**src/rtl/core/stq_pkg.sv**
```systemverilog
`timescale 1ns / 1ps

package stq_pkg;

   localparam logic [1:0] KIND_ADD     = 2'd0;
   localparam logic [1:0] KIND_REMOVE  = 2'd1;
   localparam logic [1:0] KIND_PERFORM = 2'd2;
   localparam logic [1:0] KIND_UNUSED  = 2'd3;

   typedef logic [1:0] rsp_sel_type;

   localparam rsp_sel_type RSP_ACK = 2'd0;
   localparam rsp_sel_type RSP_MID = 2'd1;
   localparam rsp_sel_type RSP_FIN = 2'd2;

   typedef struct packed {
      logic        load_item;
      logic        rd_en;
      logic        rd_prev;
      logic        wr_en;
      logic        wr_item;
      logic        wr_shift;
      logic        idx_inc;
      logic        idx_dec;
      logic        idx_from_cnt;
      logic        skip_set;
      logic        skip_from_idx;
      logic        cnt_sub_skip;
      logic        cnt_inc;
      logic        hold_load;
      logic        rsp_load;
      rsp_sel_type rsp_sel;
   } stq_cmd_type;

   typedef struct packed {
      logic [1:0] kind;
      logic       at_end;
      logic       idx_zero;
      logic       rd_match;
      logic       rd_due;
      logic       skip_nz;
      logic       full_after;
      logic       hold_valid;
      logic       out_free;
   } stq_status_type;

endpackage

```
**src/rtl/core/stq_ctrl.sv**
```systemverilog
`timescale 1ns / 1ps

module stq_ctrl
   import stq_pkg::*;
(
   input  logic           clock,
   input  logic           reset,
   input  logic           req_valid,
   input  logic [1:0]     req_kind,
   output logic           req_stall,
   input  stq_status_type status,
   output stq_cmd_type    cmd
);

   localparam logic [3:0] ST_IDLE   = 4'd0;
   localparam logic [3:0] ST_UL_RD  = 4'd1;
   localparam logic [3:0] ST_UL_EV  = 4'd2;
   localparam logic [3:0] ST_UL_END = 4'd3;
   localparam logic [3:0] ST_INS_RD = 4'd4;
   localparam logic [3:0] ST_INS_EV = 4'd5;
   localparam logic [3:0] ST_ACK    = 4'd6;
   localparam logic [3:0] ST_PF_RD  = 4'd7;
   localparam logic [3:0] ST_PF_EV  = 4'd8;
   localparam logic [3:0] ST_PF_FIN = 4'd9;
   localparam logic [3:0] ST_SH_RD  = 4'd10;
   localparam logic [3:0] ST_SH_EV  = 4'd11;

   logic [3:0] state_ff;
   logic [3:0] state_in;

   assign req_stall = (state_ff != ST_IDLE);

   always_comb begin
      cmd      = '0;
      state_in = state_ff;
      unique case (state_ff)
         ST_IDLE: begin
            if (req_valid) begin
               cmd.load_item = 1'b1;
               unique case (req_kind)
                  KIND_ADD, KIND_REMOVE: state_in = ST_UL_RD;
                  KIND_PERFORM:          state_in = ST_PF_RD;
                  default:               state_in = ST_IDLE;
               endcase
            end
         end
         ST_UL_RD: begin
            if (status.at_end) begin
               state_in = ST_UL_END;
            end else begin
               cmd.rd_en = 1'b1;
               state_in  = ST_UL_EV;
            end
         end
         ST_UL_EV: begin
            if (!status.skip_nz && status.rd_match) begin
               cmd.skip_set = 1'b1;
            end else begin
               cmd.wr_en    = 1'b1;
               cmd.wr_shift = 1'b1;
            end
            cmd.idx_inc = 1'b1;
            state_in    = ST_UL_RD;
         end
         ST_UL_END: begin
            cmd.cnt_sub_skip = 1'b1;
            cmd.idx_from_cnt = 1'b1;
            if (status.kind == KIND_ADD && !status.full_after) begin
               state_in = ST_INS_RD;
            end else begin
               state_in = ST_ACK;
            end
         end
         ST_INS_RD: begin
            if (status.idx_zero) begin
               cmd.wr_en   = 1'b1;
               cmd.wr_item = 1'b1;
               cmd.cnt_inc = 1'b1;
               state_in    = ST_ACK;
            end else begin
               cmd.rd_en   = 1'b1;
               cmd.rd_prev = 1'b1;
               state_in    = ST_INS_EV;
            end
         end
         ST_INS_EV: begin
            cmd.wr_en = 1'b1;
            if (!status.rd_due) begin
               cmd.idx_dec = 1'b1;
               state_in    = ST_INS_RD;
            end else begin
               cmd.wr_item = 1'b1;
               cmd.cnt_inc = 1'b1;
               state_in    = ST_ACK;
            end
         end
         ST_ACK: begin
            if (status.out_free) begin
               cmd.rsp_load = 1'b1;
               cmd.rsp_sel  = RSP_ACK;
               state_in     = ST_IDLE;
            end
         end
         ST_PF_RD: begin
            if (status.at_end) begin
               state_in = ST_PF_FIN;
            end else begin
               cmd.rd_en = 1'b1;
               state_in  = ST_PF_EV;
            end
         end
         ST_PF_EV: begin
            if (status.rd_due) begin
               if (!status.hold_valid || status.out_free) begin
                  cmd.rsp_load  = status.hold_valid;
                  cmd.rsp_sel   = RSP_MID;
                  cmd.hold_load = 1'b1;
                  cmd.idx_inc   = 1'b1;
                  state_in      = ST_PF_RD;
               end
            end else begin
               state_in = ST_PF_FIN;
            end
         end
         ST_PF_FIN: begin
            if (status.out_free) begin
               cmd.rsp_load      = 1'b1;
               cmd.rsp_sel       = RSP_FIN;
               cmd.skip_from_idx = 1'b1;
               state_in          = status.hold_valid ? ST_SH_RD : ST_IDLE;
            end
         end
         ST_SH_RD: begin
            if (status.at_end) begin
               cmd.cnt_sub_skip = 1'b1;
               state_in         = ST_IDLE;
            end else begin
               cmd.rd_en = 1'b1;
               state_in  = ST_SH_EV;
            end
         end
         ST_SH_EV: begin
            cmd.wr_en    = 1'b1;
            cmd.wr_shift = 1'b1;
            cmd.idx_inc  = 1'b1;
            state_in     = ST_SH_RD;
         end
         default: begin
            state_in = ST_IDLE;
         end
      endcase
   end

   always_ff @(posedge clock) begin
      if (reset) begin
         state_ff <= ST_IDLE;
      end else begin
         state_ff <= state_in;
      end
   end

endmodule

```
**src/rtl/core/stq_datapath.sv**
```systemverilog
`timescale 1ns / 1ps

module stq_datapath
   import stq_pkg::*;
#(
   parameter int NUM_TASKS = 16,
   parameter int TIME_BITS = 32
) (
   input  logic           clock,
   input  logic           reset,
   input  stq_cmd_type    cmd,
   output stq_status_type status,
   input  logic [1:0]     req_kind,
   input  logic [3:0]     req_task_id,
   input  logic [31:0]    req_time_stamp,
   input  logic           rsp_stall,
   output logic           rsp_valid,
   output logic [3:0]     rsp_due_task,
   output logic           rsp_fired,
   output logic           rsp_was_present,
   output logic           rsp_last
);

   localparam int CW = $clog2(NUM_TASKS + 1);
   localparam int AW = $clog2(NUM_TASKS);

   logic [3:0]           slot_task_ff     [NUM_TASKS];
   logic [TIME_BITS-1:0] slot_deadline_ff [NUM_TASKS];

   logic [1:0]           kind_ff;
   logic [3:0]           item_id_ff;
   logic [TIME_BITS-1:0] item_time_ff;
   logic [3:0]           rd_task_ff;
   logic [TIME_BITS-1:0] rd_deadline_ff;
   logic [CW-1:0]        idx_ff;
   logic [CW-1:0]        idx_in;
   logic [CW-1:0]        skip_ff;
   logic [CW-1:0]        skip_in;
   logic [CW-1:0]        count_ff;
   logic [CW-1:0]        count_in;
   logic [3:0]           hold_task_ff;
   logic                 hold_valid_ff;
   logic                 hold_valid_in;
   logic                 rsp_valid_ff;
   logic                 rsp_valid_in;
   logic [3:0]           rsp_task_ff;
   logic                 rsp_fired_ff;
   logic                 rsp_present_ff;
   logic                 rsp_last_ff;

   logic [CW-1:0]        idx_prev;
   logic [CW-1:0]        shift_pos;
   logic [CW-1:0]        count_left;
   logic [AW-1:0]        rd_addr;
   logic [AW-1:0]        wr_addr;
   logic [3:0]           wr_task;
   logic [TIME_BITS-1:0] wr_deadline;

   assign idx_prev   = idx_ff - CW'(1);
   assign shift_pos  = idx_ff - skip_ff;
   assign count_left = count_ff - skip_ff;
   assign rd_addr    = cmd.rd_prev ? idx_prev[AW-1:0] : idx_ff[AW-1:0];
   assign wr_addr    = cmd.wr_shift ? shift_pos[AW-1:0] : idx_ff[AW-1:0];
   assign wr_task     = cmd.wr_item ? item_id_ff : rd_task_ff;
   assign wr_deadline = cmd.wr_item ? item_time_ff : rd_deadline_ff;

   always_comb begin
      status.kind       = kind_ff;
      status.at_end     = (idx_ff == count_ff);
      status.idx_zero   = (idx_ff == '0);
      status.rd_match   = (rd_task_ff == item_id_ff);
      status.rd_due     = (rd_deadline_ff <= item_time_ff);
      status.skip_nz    = (skip_ff != '0);
      status.full_after = (count_left == CW'(NUM_TASKS));
      status.hold_valid = hold_valid_ff;
      status.out_free   = !rsp_valid_ff || !rsp_stall;
   end

   always_ff @(posedge clock) begin
      if (cmd.wr_en) begin
         slot_task_ff[wr_addr]     <= wr_task;
         slot_deadline_ff[wr_addr] <= wr_deadline;
      end
      if (cmd.rd_en) begin
         rd_task_ff     <= slot_task_ff[rd_addr];
         rd_deadline_ff <= slot_deadline_ff[rd_addr];
      end
   end

   always_comb begin
      idx_in = idx_ff;
      priority if (cmd.load_item) begin
         idx_in = '0;
      end else if (cmd.idx_from_cnt) begin
         idx_in = count_left;
      end else if (cmd.idx_inc) begin
         idx_in = idx_ff + CW'(1);
      end else if (cmd.idx_dec) begin
         idx_in = idx_prev;
      end

      skip_in = skip_ff;
      priority if (cmd.load_item) begin
         skip_in = '0;
      end else if (cmd.skip_set) begin
         skip_in = CW'(1);
      end else if (cmd.skip_from_idx) begin
         skip_in = idx_ff;
      end

      count_in = count_ff;
      priority if (cmd.cnt_sub_skip) begin
         count_in = count_left;
      end else if (cmd.cnt_inc) begin
         count_in = count_ff + CW'(1);
      end

      hold_valid_in = hold_valid_ff;
      priority if (cmd.load_item) begin
         hold_valid_in = 1'b0;
      end else if (cmd.hold_load) begin
         hold_valid_in = 1'b1;
      end

      rsp_valid_in = rsp_valid_ff;
      priority if (cmd.rsp_load) begin
         rsp_valid_in = 1'b1;
      end else if (!rsp_stall) begin
         rsp_valid_in = 1'b0;
      end
   end

   always_ff @(posedge clock) begin
      if (reset) begin
         idx_ff        <= '0;
         skip_ff       <= '0;
         count_ff      <= '0;
         hold_valid_ff <= 1'b0;
         rsp_valid_ff  <= 1'b0;
      end else begin
         idx_ff        <= idx_in;
         skip_ff       <= skip_in;
         count_ff      <= count_in;
         hold_valid_ff <= hold_valid_in;
         rsp_valid_ff  <= rsp_valid_in;
      end
   end

   always_ff @(posedge clock) begin
      if (cmd.load_item) begin
         kind_ff      <= req_kind;
         item_id_ff   <= req_task_id;
         item_time_ff <= TIME_BITS'(req_time_stamp);
      end
      if (cmd.hold_load) begin
         hold_task_ff <= rd_task_ff;
      end
      if (cmd.rsp_load) begin
         unique case (cmd.rsp_sel)
            RSP_ACK: begin
               rsp_task_ff    <= item_id_ff;
               rsp_fired_ff   <= 1'b0;
               rsp_present_ff <= (skip_ff != '0);
               rsp_last_ff    <= 1'b1;
            end
            RSP_MID: begin
               rsp_task_ff    <= hold_task_ff;
               rsp_fired_ff   <= 1'b1;
               rsp_present_ff <= 1'b0;
               rsp_last_ff    <= 1'b0;
            end
            RSP_FIN: begin
               rsp_task_ff    <= hold_valid_ff ? hold_task_ff : 4'd0;
               rsp_fired_ff   <= hold_valid_ff;
               rsp_present_ff <= 1'b0;
               rsp_last_ff    <= 1'b1;
            end
            default: begin
               rsp_task_ff    <= 4'd0;
               rsp_fired_ff   <= 1'b0;
               rsp_present_ff <= 1'b0;
               rsp_last_ff    <= 1'b1;
            end
         endcase
      end
   end

   assign rsp_valid       = rsp_valid_ff;
   assign rsp_due_task    = rsp_task_ff;
   assign rsp_fired       = rsp_fired_ff;
   assign rsp_was_present = rsp_present_ff;
   assign rsp_last        = rsp_last_ff;

endmodule

```
**src/rtl/core/sorted_timer_queue.sv**
```systemverilog
`timescale 1ns / 1ps
// Channel   Direction  Handshake             Word
// req_      in         req_valid/req_stall   kind, task_id, time_stamp
// rsp_      out        rsp_valid/rsp_stall   due_task, fired, was_present, last
//
// Each slot visited takes a read state and an evaluate state: one slot memory port, registered read.
// Reset clears the controller, entry count, index, skip count, hold and output valid flags; slot memory is not cleared.
// rsp_stall holds the output word; work goes on until the next word needs the register.

module sorted_timer_queue
   import stq_pkg::*;
#(
   parameter int NUM_TASKS = 16,
   parameter int TIME_BITS = 32
) (
   input  logic        clock,
   input  logic        reset,
   input  logic        req_valid,
   output logic        req_stall,
   input  logic [1:0]  req_kind,
   input  logic [3:0]  req_task_id,
   input  logic [31:0] req_time_stamp,
   output logic        rsp_valid,
   input  logic        rsp_stall,
   output logic [3:0]  rsp_due_task,
   output logic        rsp_fired,
   output logic        rsp_was_present,
   output logic        rsp_last
);

   stq_cmd_type    cmd;
   stq_status_type status;

   stq_ctrl u_ctrl (
      .clock     (clock),
      .reset     (reset),
      .req_valid (req_valid),
      .req_kind  (req_kind),
      .req_stall (req_stall),
      .status    (status),
      .cmd       (cmd)
   );

   stq_datapath #(
      .NUM_TASKS (NUM_TASKS),
      .TIME_BITS (TIME_BITS)
   ) u_datapath (
      .clock           (clock),
      .reset           (reset),
      .cmd             (cmd),
      .status          (status),
      .req_kind        (req_kind),
      .req_task_id     (req_task_id),
      .req_time_stamp  (req_time_stamp),
      .rsp_stall       (rsp_stall),
      .rsp_valid       (rsp_valid),
      .rsp_due_task    (rsp_due_task),
      .rsp_fired       (rsp_fired),
      .rsp_was_present (rsp_was_present),
      .rsp_last        (rsp_last)
   );

`ifndef SYNTHESIS
   busy_after_accept: assert property (@(posedge clock) disable iff (reset)
      (req_valid && !req_stall && req_kind != KIND_UNUSED) |=> req_stall)
      else $error("block idle right after accepting a word");

   no_write_when_idle: assert property (@(posedge clock) disable iff (reset)
      cmd.wr_en |-> req_stall)
      else $error("slot write while idle");

   load_only_when_free: assert property (@(posedge clock) disable iff (reset)
      cmd.rsp_load |-> status.out_free)
      else $error("output word overwritten while stalled");
`endif

endmodule

```
**config.mk**
```make
export PLATFORM = sky130hd
export DESIGN_NAME = sorted_timer_queue
export DESIGN_NICKNAME = d
export VERILOG_FILES = /design/src/rtl/core/stq_pkg.sv /design/src/rtl/core/stq_ctrl.sv /design/src/rtl/core/stq_datapath.sv /design/src/rtl/core/sorted_timer_queue.sv
export SDC_FILE = /design/constraint.sdc
export NUM_CORES = 1
export LEC_CHECK = 0
export BUFFER_PORTS_ARGS = -buffer_cell sky130_fd_sc_hd__buf_2
export CORE_MARGIN = 5
export CORE_UTILIZATION = 47
export DETAILED_ROUTE_END_ITERATION = 16
export GPL_ROUTABILITY_DRIVEN = 0
export MAX_ROUTING_LAYER = met4
export PLACE_DENSITY = 0.66
export SYNTH_ARGS = -nofsm -noshare
export SYNTH_HDL_FRONTEND = slang
export SYNTH_SLANG_ARGS = --single-unit
```
**constraint.sdc**
```tcl
create_clock -name clock -period 9 [get_ports clock]
set_clock_uncertainty 0.2 [all_clocks]
set_input_delay 0.45 -clock clock [delete_from_list [all_inputs] [get_ports clock]]
set_output_delay 0.45 -clock clock [all_outputs]
set_load 0.01 [all_outputs]
```
==> out/summary.json, run 1 <==
{
  "clock_tree": {
    "htreeDepth": 3,
    "clock_tree_from_tritoncts": "done",
    "clkTransAtPathRegs_ps": 60,
    "clock_sinks": 682,
    "cts-buffers-inserted": 71,
    "cts_buffer_depth": 3,
    "worstSkewPairLatency_ps": 600,
    "post_cts_resize_count": 0,
    "cts.root.buffer_cell": "clkbuf_16"
  },
  "global_route": {
    "globalRoute.totalOverflow": 0,
    "groute.usage.overall_pct": 19.7,
    "grt_pass1_wl_mm": 91.1,
    "first_global_vias": 14237,
    "grt_antenna_before_repair": 0,
    "grt_start_max_net_pins": 145
  },
  "detailed_routing": {
    "vias": 13883,
    "drt-pass1-iter-count": 5,
    "ant_nets": 0,
    "drc": 0,
    "totalWireLength_mm": 60.8,
    "drt-vias-per-instance": 5.84,
    "first_iter_violations": 1235,
    "wl_per_instance_um": 25.5
  },
  "synth": {
    "yosys_register_bits": 682,
    "netlist_area_before_placement_um2": 27900,
    "postSynthNetCount": 1507,
    "ys_seq_area_share_pct": 72.6,
    "synthesis.yosys.warnings": 0,
    "synthesis.area_per_instance_um2": 19.7,
    "ys_dominant_reg_cell": "edfxtp_1",
    "synthCells": 1417,
    "synth_edf_count": 661,
    "synth.lib_cells_used.distinct": 66,
    "synth_async_reset_ratio_pct": 0
  },
  "floorplan": {
    "initial_utilization_pct": 47.4,
    "core_um2": 58900,
    "count_of_boundary_i_o_pins": 51,
    "die-width_um": 254,
    "std_cell_rows": 89,
    "design.die.area_um2": 64400,
    "die_height_um": 254
  },
  "pwr": {
    "power.static_leakage_nw": 10.3,
    "power-per-cell-area_nw_per_um2": 312,
    "vdd_drop_max_v": 0.000202
  },
  "cells_and_area": {
    "final_layout_size_suffix_gt1_share_pct": 24.3,
    "layout-area-overhead-vs-synth_pct": 14.3,
    "final_cell_mix": "661 x edfxtp_1, 144 x mux4_2, 110 x mux2i_1",
    "final.fill_count": 4465,
    "fin_cells": 2379,
    "antenna-diode-count": 0,
    "multiInputGateArea_um2": 7330,
    "share_of_the_core_filled_with_cells_pct": 54.2,
    "seq_area_um2": 20300,
    "final_common_cell": "edfxtp_1",
    "count_of_nets_after_finishing": 1640
  },
  "worst_setup_path": {
    "cpMaxStageDelayCell": "buf_4",
    "critical_path.max_stage_delay_ps": 880,
    "critPathMaxFanout": 49,
    "critPathLaunch": "u_datapath.idx_ff[1]",
    "crit_required_ps": 9110,
    "worst_r2r_startpoint": "u_datapath.idx_ff[1]",
    "crit_arrival_ps": 4460,
    "critical_path_class": "reg2reg",
    "worstSetupEndpointType": "flop",
    "timing.critical_path.cells": "inv_1, ha_1, inv_1, nor4_4, nor2_4, xnor2_4, buf_4, mux4_2, mux2i_1, mux2i_1",
    "critical_path.startpoint_type": "flop"
  },
  "sta": {
    "fin_worst_hold_slack_ps": 60.0,
    "unrepaired_setup_endpoints_after_global_routing": "false",
    "finalWorstPathRequiredPeriod_ps": 4350,
    "final.period_utilization_pct": 48.3,
    "maxSlewHeadroom_pct": 22.0,
    "worstMarginPinSlew_ps": 1170,
    "finalHoldViolations": 0,
    "worst_slack_ps": 4650,
    "fin_setup_tns_ps": 0,
    "max_clock_freq_mhz": 230,
    "timing.final.max_slew_violations": 0,
    "count_of_endpoints_failing_setup_in_the_final_report": 0
  },
  "min_path": {
    "worst_hold_path_type": "in2reg",
    "holdCritStartpoint": "rsp_stall"
  },
  "job": {
    "max_cap_viols": 0
  },
  "place": {
    "dp.final_hpwl_mm": 30.2,
    "preCtsSetupSlack_ps": 4570,
    "placed_cells_incl_taps": 2211,
    "numPortBuffers": 50
  },
  "run_status": {
    "run_status": "completed"
  }
}
-- worst paths after layout --
kind | endpoint | slack, ps | cells after the start
setup / recovery | u_datapath.rd_deadline_ff[21] | 4650 | 10
hold / removal | u_datapath.rsp_valid | 60 | 3
setup reg to reg | u_datapath.rd_deadline_ff[21] | 4650 | 10
hold reg to reg | u_datapath.skip_ff[2] | 280 | 2
-- state kept, by name, indices dropped and copies added, names as in the netlist --
| register | flops |
|---|---|
| u_datapath.rsp_was_present | 1 |
| u_datapath.idx_ff | 5 |
| u_datapath.hold_valid_ff | 1 |
| u_datapath.slot_task_ff | 64 |
| u_datapath.skip_ff | 5 |
| u_datapath.rsp_valid | 1 |
| u_datapath.slot_deadline_ff | 512 |
| u_datapath.item_id_ff | 4 |
| u_datapath.rd_deadline_ff | 32 |
| u_datapath.rd_task_ff | 4 |
| u_datapath.item_time_ff | 32 |
| u_datapath.rsp_last | 1 |
| u_datapath.rsp_due_task | 4 |
| u_ctrl.state_ff | 4 |
| u_datapath.kind_ff | 2 |
| u_datapath.count_ff | 5 |
| u_datapath.hold_task_ff | 4 |
| u_datapath.rsp_fired | 1 |
-- kinds of logic after synthesis --
group                      Yosys count  share of synthesized area (%)
adders and majority gates           48                           2.20
muxes                              289                           17.0
AOI/OAI and AO/OA                  106                           2.69
buffers and inverters              107                           1.71
and+or+nand+nor                    164                           3.11
DFF                                682                           72.6
xor gates and xnor gates            21                          0.726
-- power breakdown --
part	internal, mW	switching (mW)	leakage (nW)	total, mW
registers	4.34	0.169	6.13	4.50
logic	1.03	1.54	3.02	2.57
clock network	1.67	1.19	1.10	2.87
total	7.04	2.90	10.3	9.94
-- cells in the mapped netlist, drive strengths merged, types with 3 or more instances --
library cell,count,area (um2)
a22oi,6,45.0
a211oi,7,52.6
o21ai,19,95.1
edfxtp,661,19800
mux2i,110,1100
o32a,3,30.0
nand4,12,81.3
clkbuf,22,82.6
nand2,43,161
nor3,10,50.1
or3,3,18.8
nor4,3,55.1
nor2b,7,43.8
inv,50,188
xnor2,10,106
nor2,43,171
nand2b,9,56.3
and4,4,35.0
mux4,144,3240
o31a,6,52.6
a21o,7,52.6
xor2,11,96.3
dfxtp,21,420
o32ai,3,26.3
buf,35,206
o21a,3,22.5
and3,10,62.6
ha,46,576
mux2,35,394
a21oi,28,144
nand3,12,70.1
-- metal layers --
| metal | track usage [%] | vias to the layer above | routed length, um |
|---|---|---|---|
| met5 | - | - | 0 |
| li1 | - | 6060 | - |
| met4 | 4.91 | 0 | 1030 |
| met1 | 27.7 | 7303 | 26600 |
| met2 | 30.8 | 445 | 29600 |
| met3 | 3.04 | 75 | 3520 |
-- critical path: cells and delay by family, from the launching register on --
kind	cells	cell delay [ps]
mux	3	910
flops	1	430
xor+xnor	1	520
simple gates	2	580
buf+inv	3	1170
fa+ha+maj	1	200
-- timing repair --
item	4_1_cts	5_1_grt
hold buffers	39	0
endpoints found under the hold margin	45	0
buffers inserted	0	0
-- per-stage QoR --
stage | area, um2 | power (mW)
3_3_place_gp | 29200 | 7.07
6_report | 31900 | 9.94
5_1_grt | 31900 | 10.4
3_5_place_dp | 29200 | 7.16
2_1_floorplan | 27900 | 6.39
4_1_cts | 31900 | 10.0
-- cell type report --
class	instances	area share [%]
Sequential cell	682	63.5
Tap cell	773	3.03
Inverter	50	0.588
Multi-Input combinational cell	628	23.0
Clock inverter	39	1.25
Clock buffer	90	5.93
Timing Repair Buffer	117	2.71
Power figures use the tool's default switching activity.
==> inputs of run 2 (changes only) <==
PLACE_DENSITY = 0.68   (was 0.66)
clock period = 3.9 ns   (was 9 ns; I/O delays follow)
==> run 2 against run 1 <==
Compared with the run above:
- worst hold slack better by 18 ps
- critical path type unchanged
- largest cell class unchanged
- first-iteration DRC count down 1.7%
- combinational power up 140%
- non-clock buffer count up 36
- global-route usage up 0.27 points
- setup slack worse by 4400 ps
- via count up 1.3%
- die area unchanged
==> out/summary.json, run 2 (synthesis results as in run 1) <==
{
  "run_status": {
    "run_status": "completed"
  },
  "floorplan": {
    "std_cell_rows": 89,
    "die-width_um": 254,
    "die_height_um": 254,
    "count_of_boundary_i_o_pins": 51,
    "design.die.area_um2": 64400,
    "initial_utilization_pct": 47.4,
    "core_um2": 58900
  },
  "global_route": {
    "grt_antenna_before_repair": 0,
    "grt_pass1_wl_mm": 92.3,
    "first_global_vias": 14394,
    "grt_start_max_net_pins": 73,
    "globalRoute.totalOverflow": 0,
    "groute.usage.overall_pct": 19.9
  },
  "clock_tree": {
    "cts.root.buffer_cell": "clkbuf_16",
    "cts_buffer_depth": 3,
    "cts-buffers-inserted": 70,
    "worstSkewPairLatency_ps": 600,
    "clkTransAtPathRegs_ps": 60,
    "clock_sinks": 682,
    "htreeDepth": 3,
    "clock_tree_from_tritoncts": "done"
  },
  "pwr": {
    "power_switching_share_pct": 28.7,
    "power-per-cell-area_nw_per_um2": 720,
    "power_switching_mw": 6.72,
    "vdd_drop_max_v": 0.000361,
    "intPower_mw": 16.7,
    "power_mw": 23.5,
    "power.static_leakage_nw": 10.6,
    "share_clk_of_total_power_pct": 29.3,
    "seqPwrFrac_pct": 44.0,
    "power_frac_comb_pct": 26.8
  },
  "cells_and_area": {
    "layout-area-overhead-vs-synth_pct": 16.7,
    "final_layout_size_suffix_gt1_share_pct": 26.4,
    "top_register": "u_datapath.slot_deadline_ff",
    "count_of_nets_after_finishing": 1675,
    "max_reg_flops": 512,
    "registers_with_the_most_flip_flops": "u_datapath.slot_deadline_ff x512, u_datapath.slot_task_ff x64",
    "final_cell_mix": "661 x edfxtp_1, 144 x mux4_2, 110 x mux2i_1",
    "antenna-diode-count": 0,
    "final_common_cell": "edfxtp_1",
    "final.fill_count": 4392
  },
  "detailed_routing": {
    "ant_nets": 0,
    "vias": 14069,
    "drt-pass1-iter-count": 5,
    "drc": 0,
    "drt-vias-per-instance": 5.84,
    "wl_per_instance_um": 25.5,
    "totalWireLength_mm": 61.6,
    "first_iter_violations": 1214
  },
  "min_path": {
    "number_of_cells_on_the_worst_hold_path": 6,
    "holdCritStartpoint": "req_valid",
    "worstHoldEndpoint": "u_ctrl.state_ff[2]",
    "worst_hold_path_type": "in2reg"
  },
  "sta": {
    "finalHoldViolations": 0,
    "unrepaired_setup_endpoints_after_global_routing": "false",
    "worst_slack_ps": 219,
    "final.period_utilization_pct": 94.4,
    "max_clock_freq_mhz": 272,
    "timing.final.max_slew_violations": 0,
    "finalWorstPathRequiredPeriod_ps": 3680,
    "worstMarginPinSlew_ps": 1180,
    "maxSlewHeadroom_pct": 21.1,
    "count_of_endpoints_failing_setup_in_the_final_report": 0
  },
  "worst_setup_path": {
    "crit_required_ps": 4180,
    "critical_path_class": "reg2reg",
    "worst_r2r_startpoint": "u_datapath.rd_deadline_ff[5]",
    "timing.critical_path.cells": "ha_1, a21oi_1, o21ai_1, a221o_1, o311ai_1, nand3_2, inv_2, o2111ai_1, and4_1, o31a_1",
    "critical_path.n_buffers_inverters": 1,
    "worstSetupEndpointType": "flop",
    "ff2ff_path_depth": 10,
    "critical_path.startpoint_type": "flop",
    "critPathTopFamily": "compound AO/OA/AOI/OAI gates",
    "rrSetupSlack_ps": 220,
    "critPathMaxFanout": 10,
    "r2r-end": "u_datapath.idx_ff[4]",
    "critical_path.max_stage_delay_ps": 590,
    "cpMaxStageDelayCell": "o311ai_1",
    "crit_arrival_ps": 3960
  },
  "place": {
    "dp.final_hpwl_mm": 34.3,
    "preCtsSetupSlack_ps": 260,
    "numPortBuffers": 50
  },
  "job": {
    "max_cap_viols": 0
  }
}
run 2: worst reg2reg max path: stages, from the launching register on:
cell       delay, ps
edfxtp_1         390
ha_1             320
a21oi_1          200
o21ai_1          130
a221o_1          450
o311ai_1         590
nand3_2          340
inv_2            240
o2111ai_1        170
and4_1           260
o31a_1           280
run 2: worst max-delay path by stage:
stage          slack, ps                           from                                 end  cells past startpoint
6_report             220   u_datapath.rd_deadline_ff[5]                u_datapath.idx_ff[4]                     10
5_1_grt               20  u_datapath.rd_deadline_ff[30]                u_datapath.idx_ff[4]                     10
4_1_cts              260   u_datapath.rd_deadline_ff[5]                u_datapath.idx_ff[4]                     10
3_5_place_dp         260   u_datapath.rd_deadline_ff[5]                u_datapath.idx_ff[4]                     10
3_3_place_gp         350   u_datapath.rd_deadline_ff[5]  u_datapath.slot_deadline_ff[1][24]                      8
2_1_floorplan       -290           u_datapath.idx_ff[0]  u_datapath.slot_deadline_ff[15][0]                      8
run 2: per-layer routing:
metal	track usage, %	wire, um	up-vias
li1	-	-	6144
met3	2.94	3510	80
met4	5.20	1060	0
met5	-	0	-
met1	27.4	26500	7387
met2	31.9	30500	458
run 2: power groups by stage:
stage | Clock [mW] | Sequential, mW | Combinational, mW
after floorplan | 0 | 10.3 | 4.41
after global placement | 0 | 10.4 | 6.12
after detailed placement | 0 | 10.5 | 6.28
after CTS | 6.98 | 10.3 | 6.34
after global routing | 7.30 | 10.4 | 6.84
final | 6.86 | 10.3 | 6.28
run 2: cell type report:
cell class,count,area (um2),share of cell area (%)
multi-input cells,628,7330,22.5
clock buffers,83,1820,5.59
clock inverters,42,541,1.66
flip-flops and latches,682,20300,62.2
inverters,50,188,0.576
well taps,773,967,2.97
repair buffers,153,1480,4.53
run 2: per-stage QoR:
stage          instances  util, %  area [um2]  hold WS [ps]  TNS, ps
6_report            2411     55.3       32600          78.1        0
5_1_grt             2411     55.3       32600          90.2        0
4_1_cts             2411     55.3       32600          39.3        0
3_5_place_dp        2245     50.6       29800           178        0
3_3_place_gp        2245     50.6       29800           177        0
2_1_floorplan       1417        -       27900          93.9   -72170
run 2: repair_timing:
| action | 4_1_cts | 5_1_grt |
|---|---|---|
| setup buffers | 0 | 0 |
| gates resized for setup | 0 | 0 |
| hold endpoints to repair | 61 | 0 |
| hold buffers | 41 | 0 |
==> inputs of run 3 (changes only) <==
PLACE_DENSITY = 0.74   (was 0.68)
==> run 3 against run 2 <==
Compared with the run above:
- wire length is 0.48% lower
- setup slack improved by 170 ps
- worst hold slack better by 9.3 ps
- fmax rose by 4.7%
- die area unchanged
- core utilization decreased by 0.23 points
- sequential cell count is the same
- power down 0.48%
- final cell count down 0.25%
- via count is 1.5% higher
- register-to-register slack improved by 170 ps
- first-iteration DRC count up 21%
- critical endpoint is now u_datapath.slot_deadline_ff[13][3]
- largest cell class unchanged
- highest routed layer unchanged
==> out/summary.json, run 3 (synthesis results as in run 1) <==
{
  "worst_setup_path": {
    "rrSetupSlack_ps": 380,
    "critical_path_class": "reg2reg",
    "worst_r2r_startpoint": "u_datapath.rd_deadline_ff[15]",
    "critPathMaxFanout": 23,
    "crit_required_ps": 3980,
    "critical_path.startpoint_type": "flop",
    "crit_arrival_ps": 3590,
    "worstSetupEndpointType": "flop",
    "ff2ff_path_depth": 8,
    "r2r-end": "u_datapath.slot_deadline_ff[13][3]"
  },
  "detailed_routing": {
    "vias": 14274,
    "wl_per_instance_um": 25.5,
    "drc": 0,
    "ant_nets": 0,
    "first_iter_violations": 1466,
    "drt-pass1-iter-count": 5,
    "totalWireLength_mm": 61.3,
    "drt-vias-per-instance": 5.94
  },
  "global_route": {
    "groute.usage.overall_pct": 19.8,
    "first_global_vias": 14340,
    "grt_pass1_wl_mm": 91.7,
    "grt_antenna_before_repair": 0,
    "grt_start_max_net_pins": 73,
    "globalRoute.totalOverflow": 0
  },
  "min_path": {
    "worst_hold_path_type": "in2reg",
    "holdCritStartpoint": "req_valid",
    "number_of_cells_on_the_worst_hold_path": 6,
    "worstHoldEndpoint": "u_ctrl.state_ff[1]"
  },
  "cells_and_area": {
    "layout-area-overhead-vs-synth_pct": 16.3,
    "final.fill_count": 4260,
    "final_common_cell": "edfxtp_1",
    "top_register": "u_datapath.slot_deadline_ff",
    "seq_area_um2": 20300,
    "registers_with_the_most_flip_flops": "u_datapath.slot_deadline_ff x512, u_datapath.slot_task_ff x64",
    "antenna-diode-count": 0,
    "count_of_nets_after_finishing": 1670,
    "final_layout_size_suffix_gt1_share_pct": 25.8,
    "final_cell_mix": "661 x edfxtp_1, 144 x mux4_2, 110 x mux2i_1",
    "max_reg_flops": 512,
    "multiInputGateArea_um2": 7330
  },
  "sta": {
    "maxSlewHeadroom_pct": 28.9,
    "count_of_endpoints_failing_setup_in_the_final_report": 0,
    "finalWorstPathRequiredPeriod_ps": 3520,
    "fin_worst_hold_slack_ps": 87.4,
    "final.period_utilization_pct": 90.2,
    "timing.final.max_slew_violations": 0,
    "fin_setup_tns_ps": 0,
    "worstMarginPinSlew_ps": 1070,
    "finalHoldViolations": 0,
    "max_clock_freq_mhz": 284,
    "unrepaired_setup_endpoints_after_global_routing": "false"
  },
  "floorplan": {
    "std_cell_rows": 89,
    "design.die.area_um2": 64400,
    "die_height_um": 254,
    "die-width_um": 254,
    "initial_utilization_pct": 47.4,
    "core_um2": 58900,
    "count_of_boundary_i_o_pins": 51
  },
  "pwr": {
    "vdd_drop_max_v": 0.000399,
    "power.static_leakage_nw": 10.5,
    "power-per-cell-area_nw_per_um2": 719
  },
  "clock_tree": {
    "worstSkewPairLatency_ps": 610,
    "cts_setup_buffers": 0,
    "clkTransAtPathRegs_ps": 60,
    "cts-buffers-inserted": 70,
    "htreeDepth": 3,
    "cts_buffer_depth": 3,
    "clock_tree_from_tritoncts": "done",
    "clock_sinks": 682,
    "cts.root.buffer_cell": "clkbuf_16"
  },
  "run_status": {
    "run_status": "completed"
  },
  "job": {
    "max_cap_viols": 0
  },
  "place": {
    "numPortBuffers": 50,
    "dp.final_hpwl_mm": 32.7
  }
}
run 3: worst max path at each step:
stage,slack [ps],cells after the start,from,to
2_1_floorplan,-290,8,u_datapath.idx_ff[0],u_datapath.slot_deadline_ff[15][0]
3_3_place_gp,470,10,u_datapath.idx_ff[1],u_datapath.rd_deadline_ff[29]
3_5_place_dp,390,9,u_datapath.item_time_ff[5],u_datapath.slot_deadline_ff[0][3]
4_1_cts,370,9,u_datapath.item_time_ff[14],u_datapath.slot_deadline_ff[6][3]
5_1_grt,260,9,u_datapath.item_time_ff[5],u_datapath.slot_deadline_ff[15][3]
6_report,380,8,u_datapath.rd_deadline_ff[15],u_datapath.slot_deadline_ff[13][3]
run 3: metal layers:
metal / GRT usage, % / vias to the layer above / wire [um]
met5: - / - / 0
li1: - / 6112 / -
met3: 3.00 / 105 / 4710
met1: 27.0 / 7439 / 25200
met4: 5.71 / 0 / 1450
met2: 31.6 / 618 / 30000
run 3: area by class of cell:
cell class | instances | share of cell area (%)
Tap cell | 773 | 2.98
Multi-Input combinational cell | 628 | 22.6
Sequential cell | 682 | 62.4
Inverter | 50 | 0.578
Clock buffer | 86 | 5.78
Clock inverter | 38 | 1.36
Timing Repair Buffer | 148 | 4.27
run 3: metrics by stage:
stage	instances	utilization, %	setup WS (ps)	power, mW	area [um2]
floorplan	1417	-	-293	14.8	27900
finish	2405	55.1	384	23.3	32500
CTS	2405	55.1	370	23.5	32500
global placement	2241	50.5	471	16.5	29700
detailed placement	2241	50.5	392	16.7	29700
global route	2405	55.1	263	24.4	32500
run 3: power by group:
group	leakage [nW]	switching, mW	internal, mW
combinational	3.26	3.70	2.55
clock	1.13	2.72	4.03
sequential	6.13	0.351	10.0
total	10.5	6.77	16.6
run 3: critical path, stage by stage (launching register included):
cell,delay (ps)
edfxtp_1,400
ha_1,380
nand4_2,170
nor2_1,60
a221o_1,410
o31a_1,300
o41ai_4,490
buf_12,260
mux2_2,490
run 3: timing repair:
action,in CTS,in global routing
hold buffers,40,0
resized for setup,0,0
hold endpoints to repair,62,0
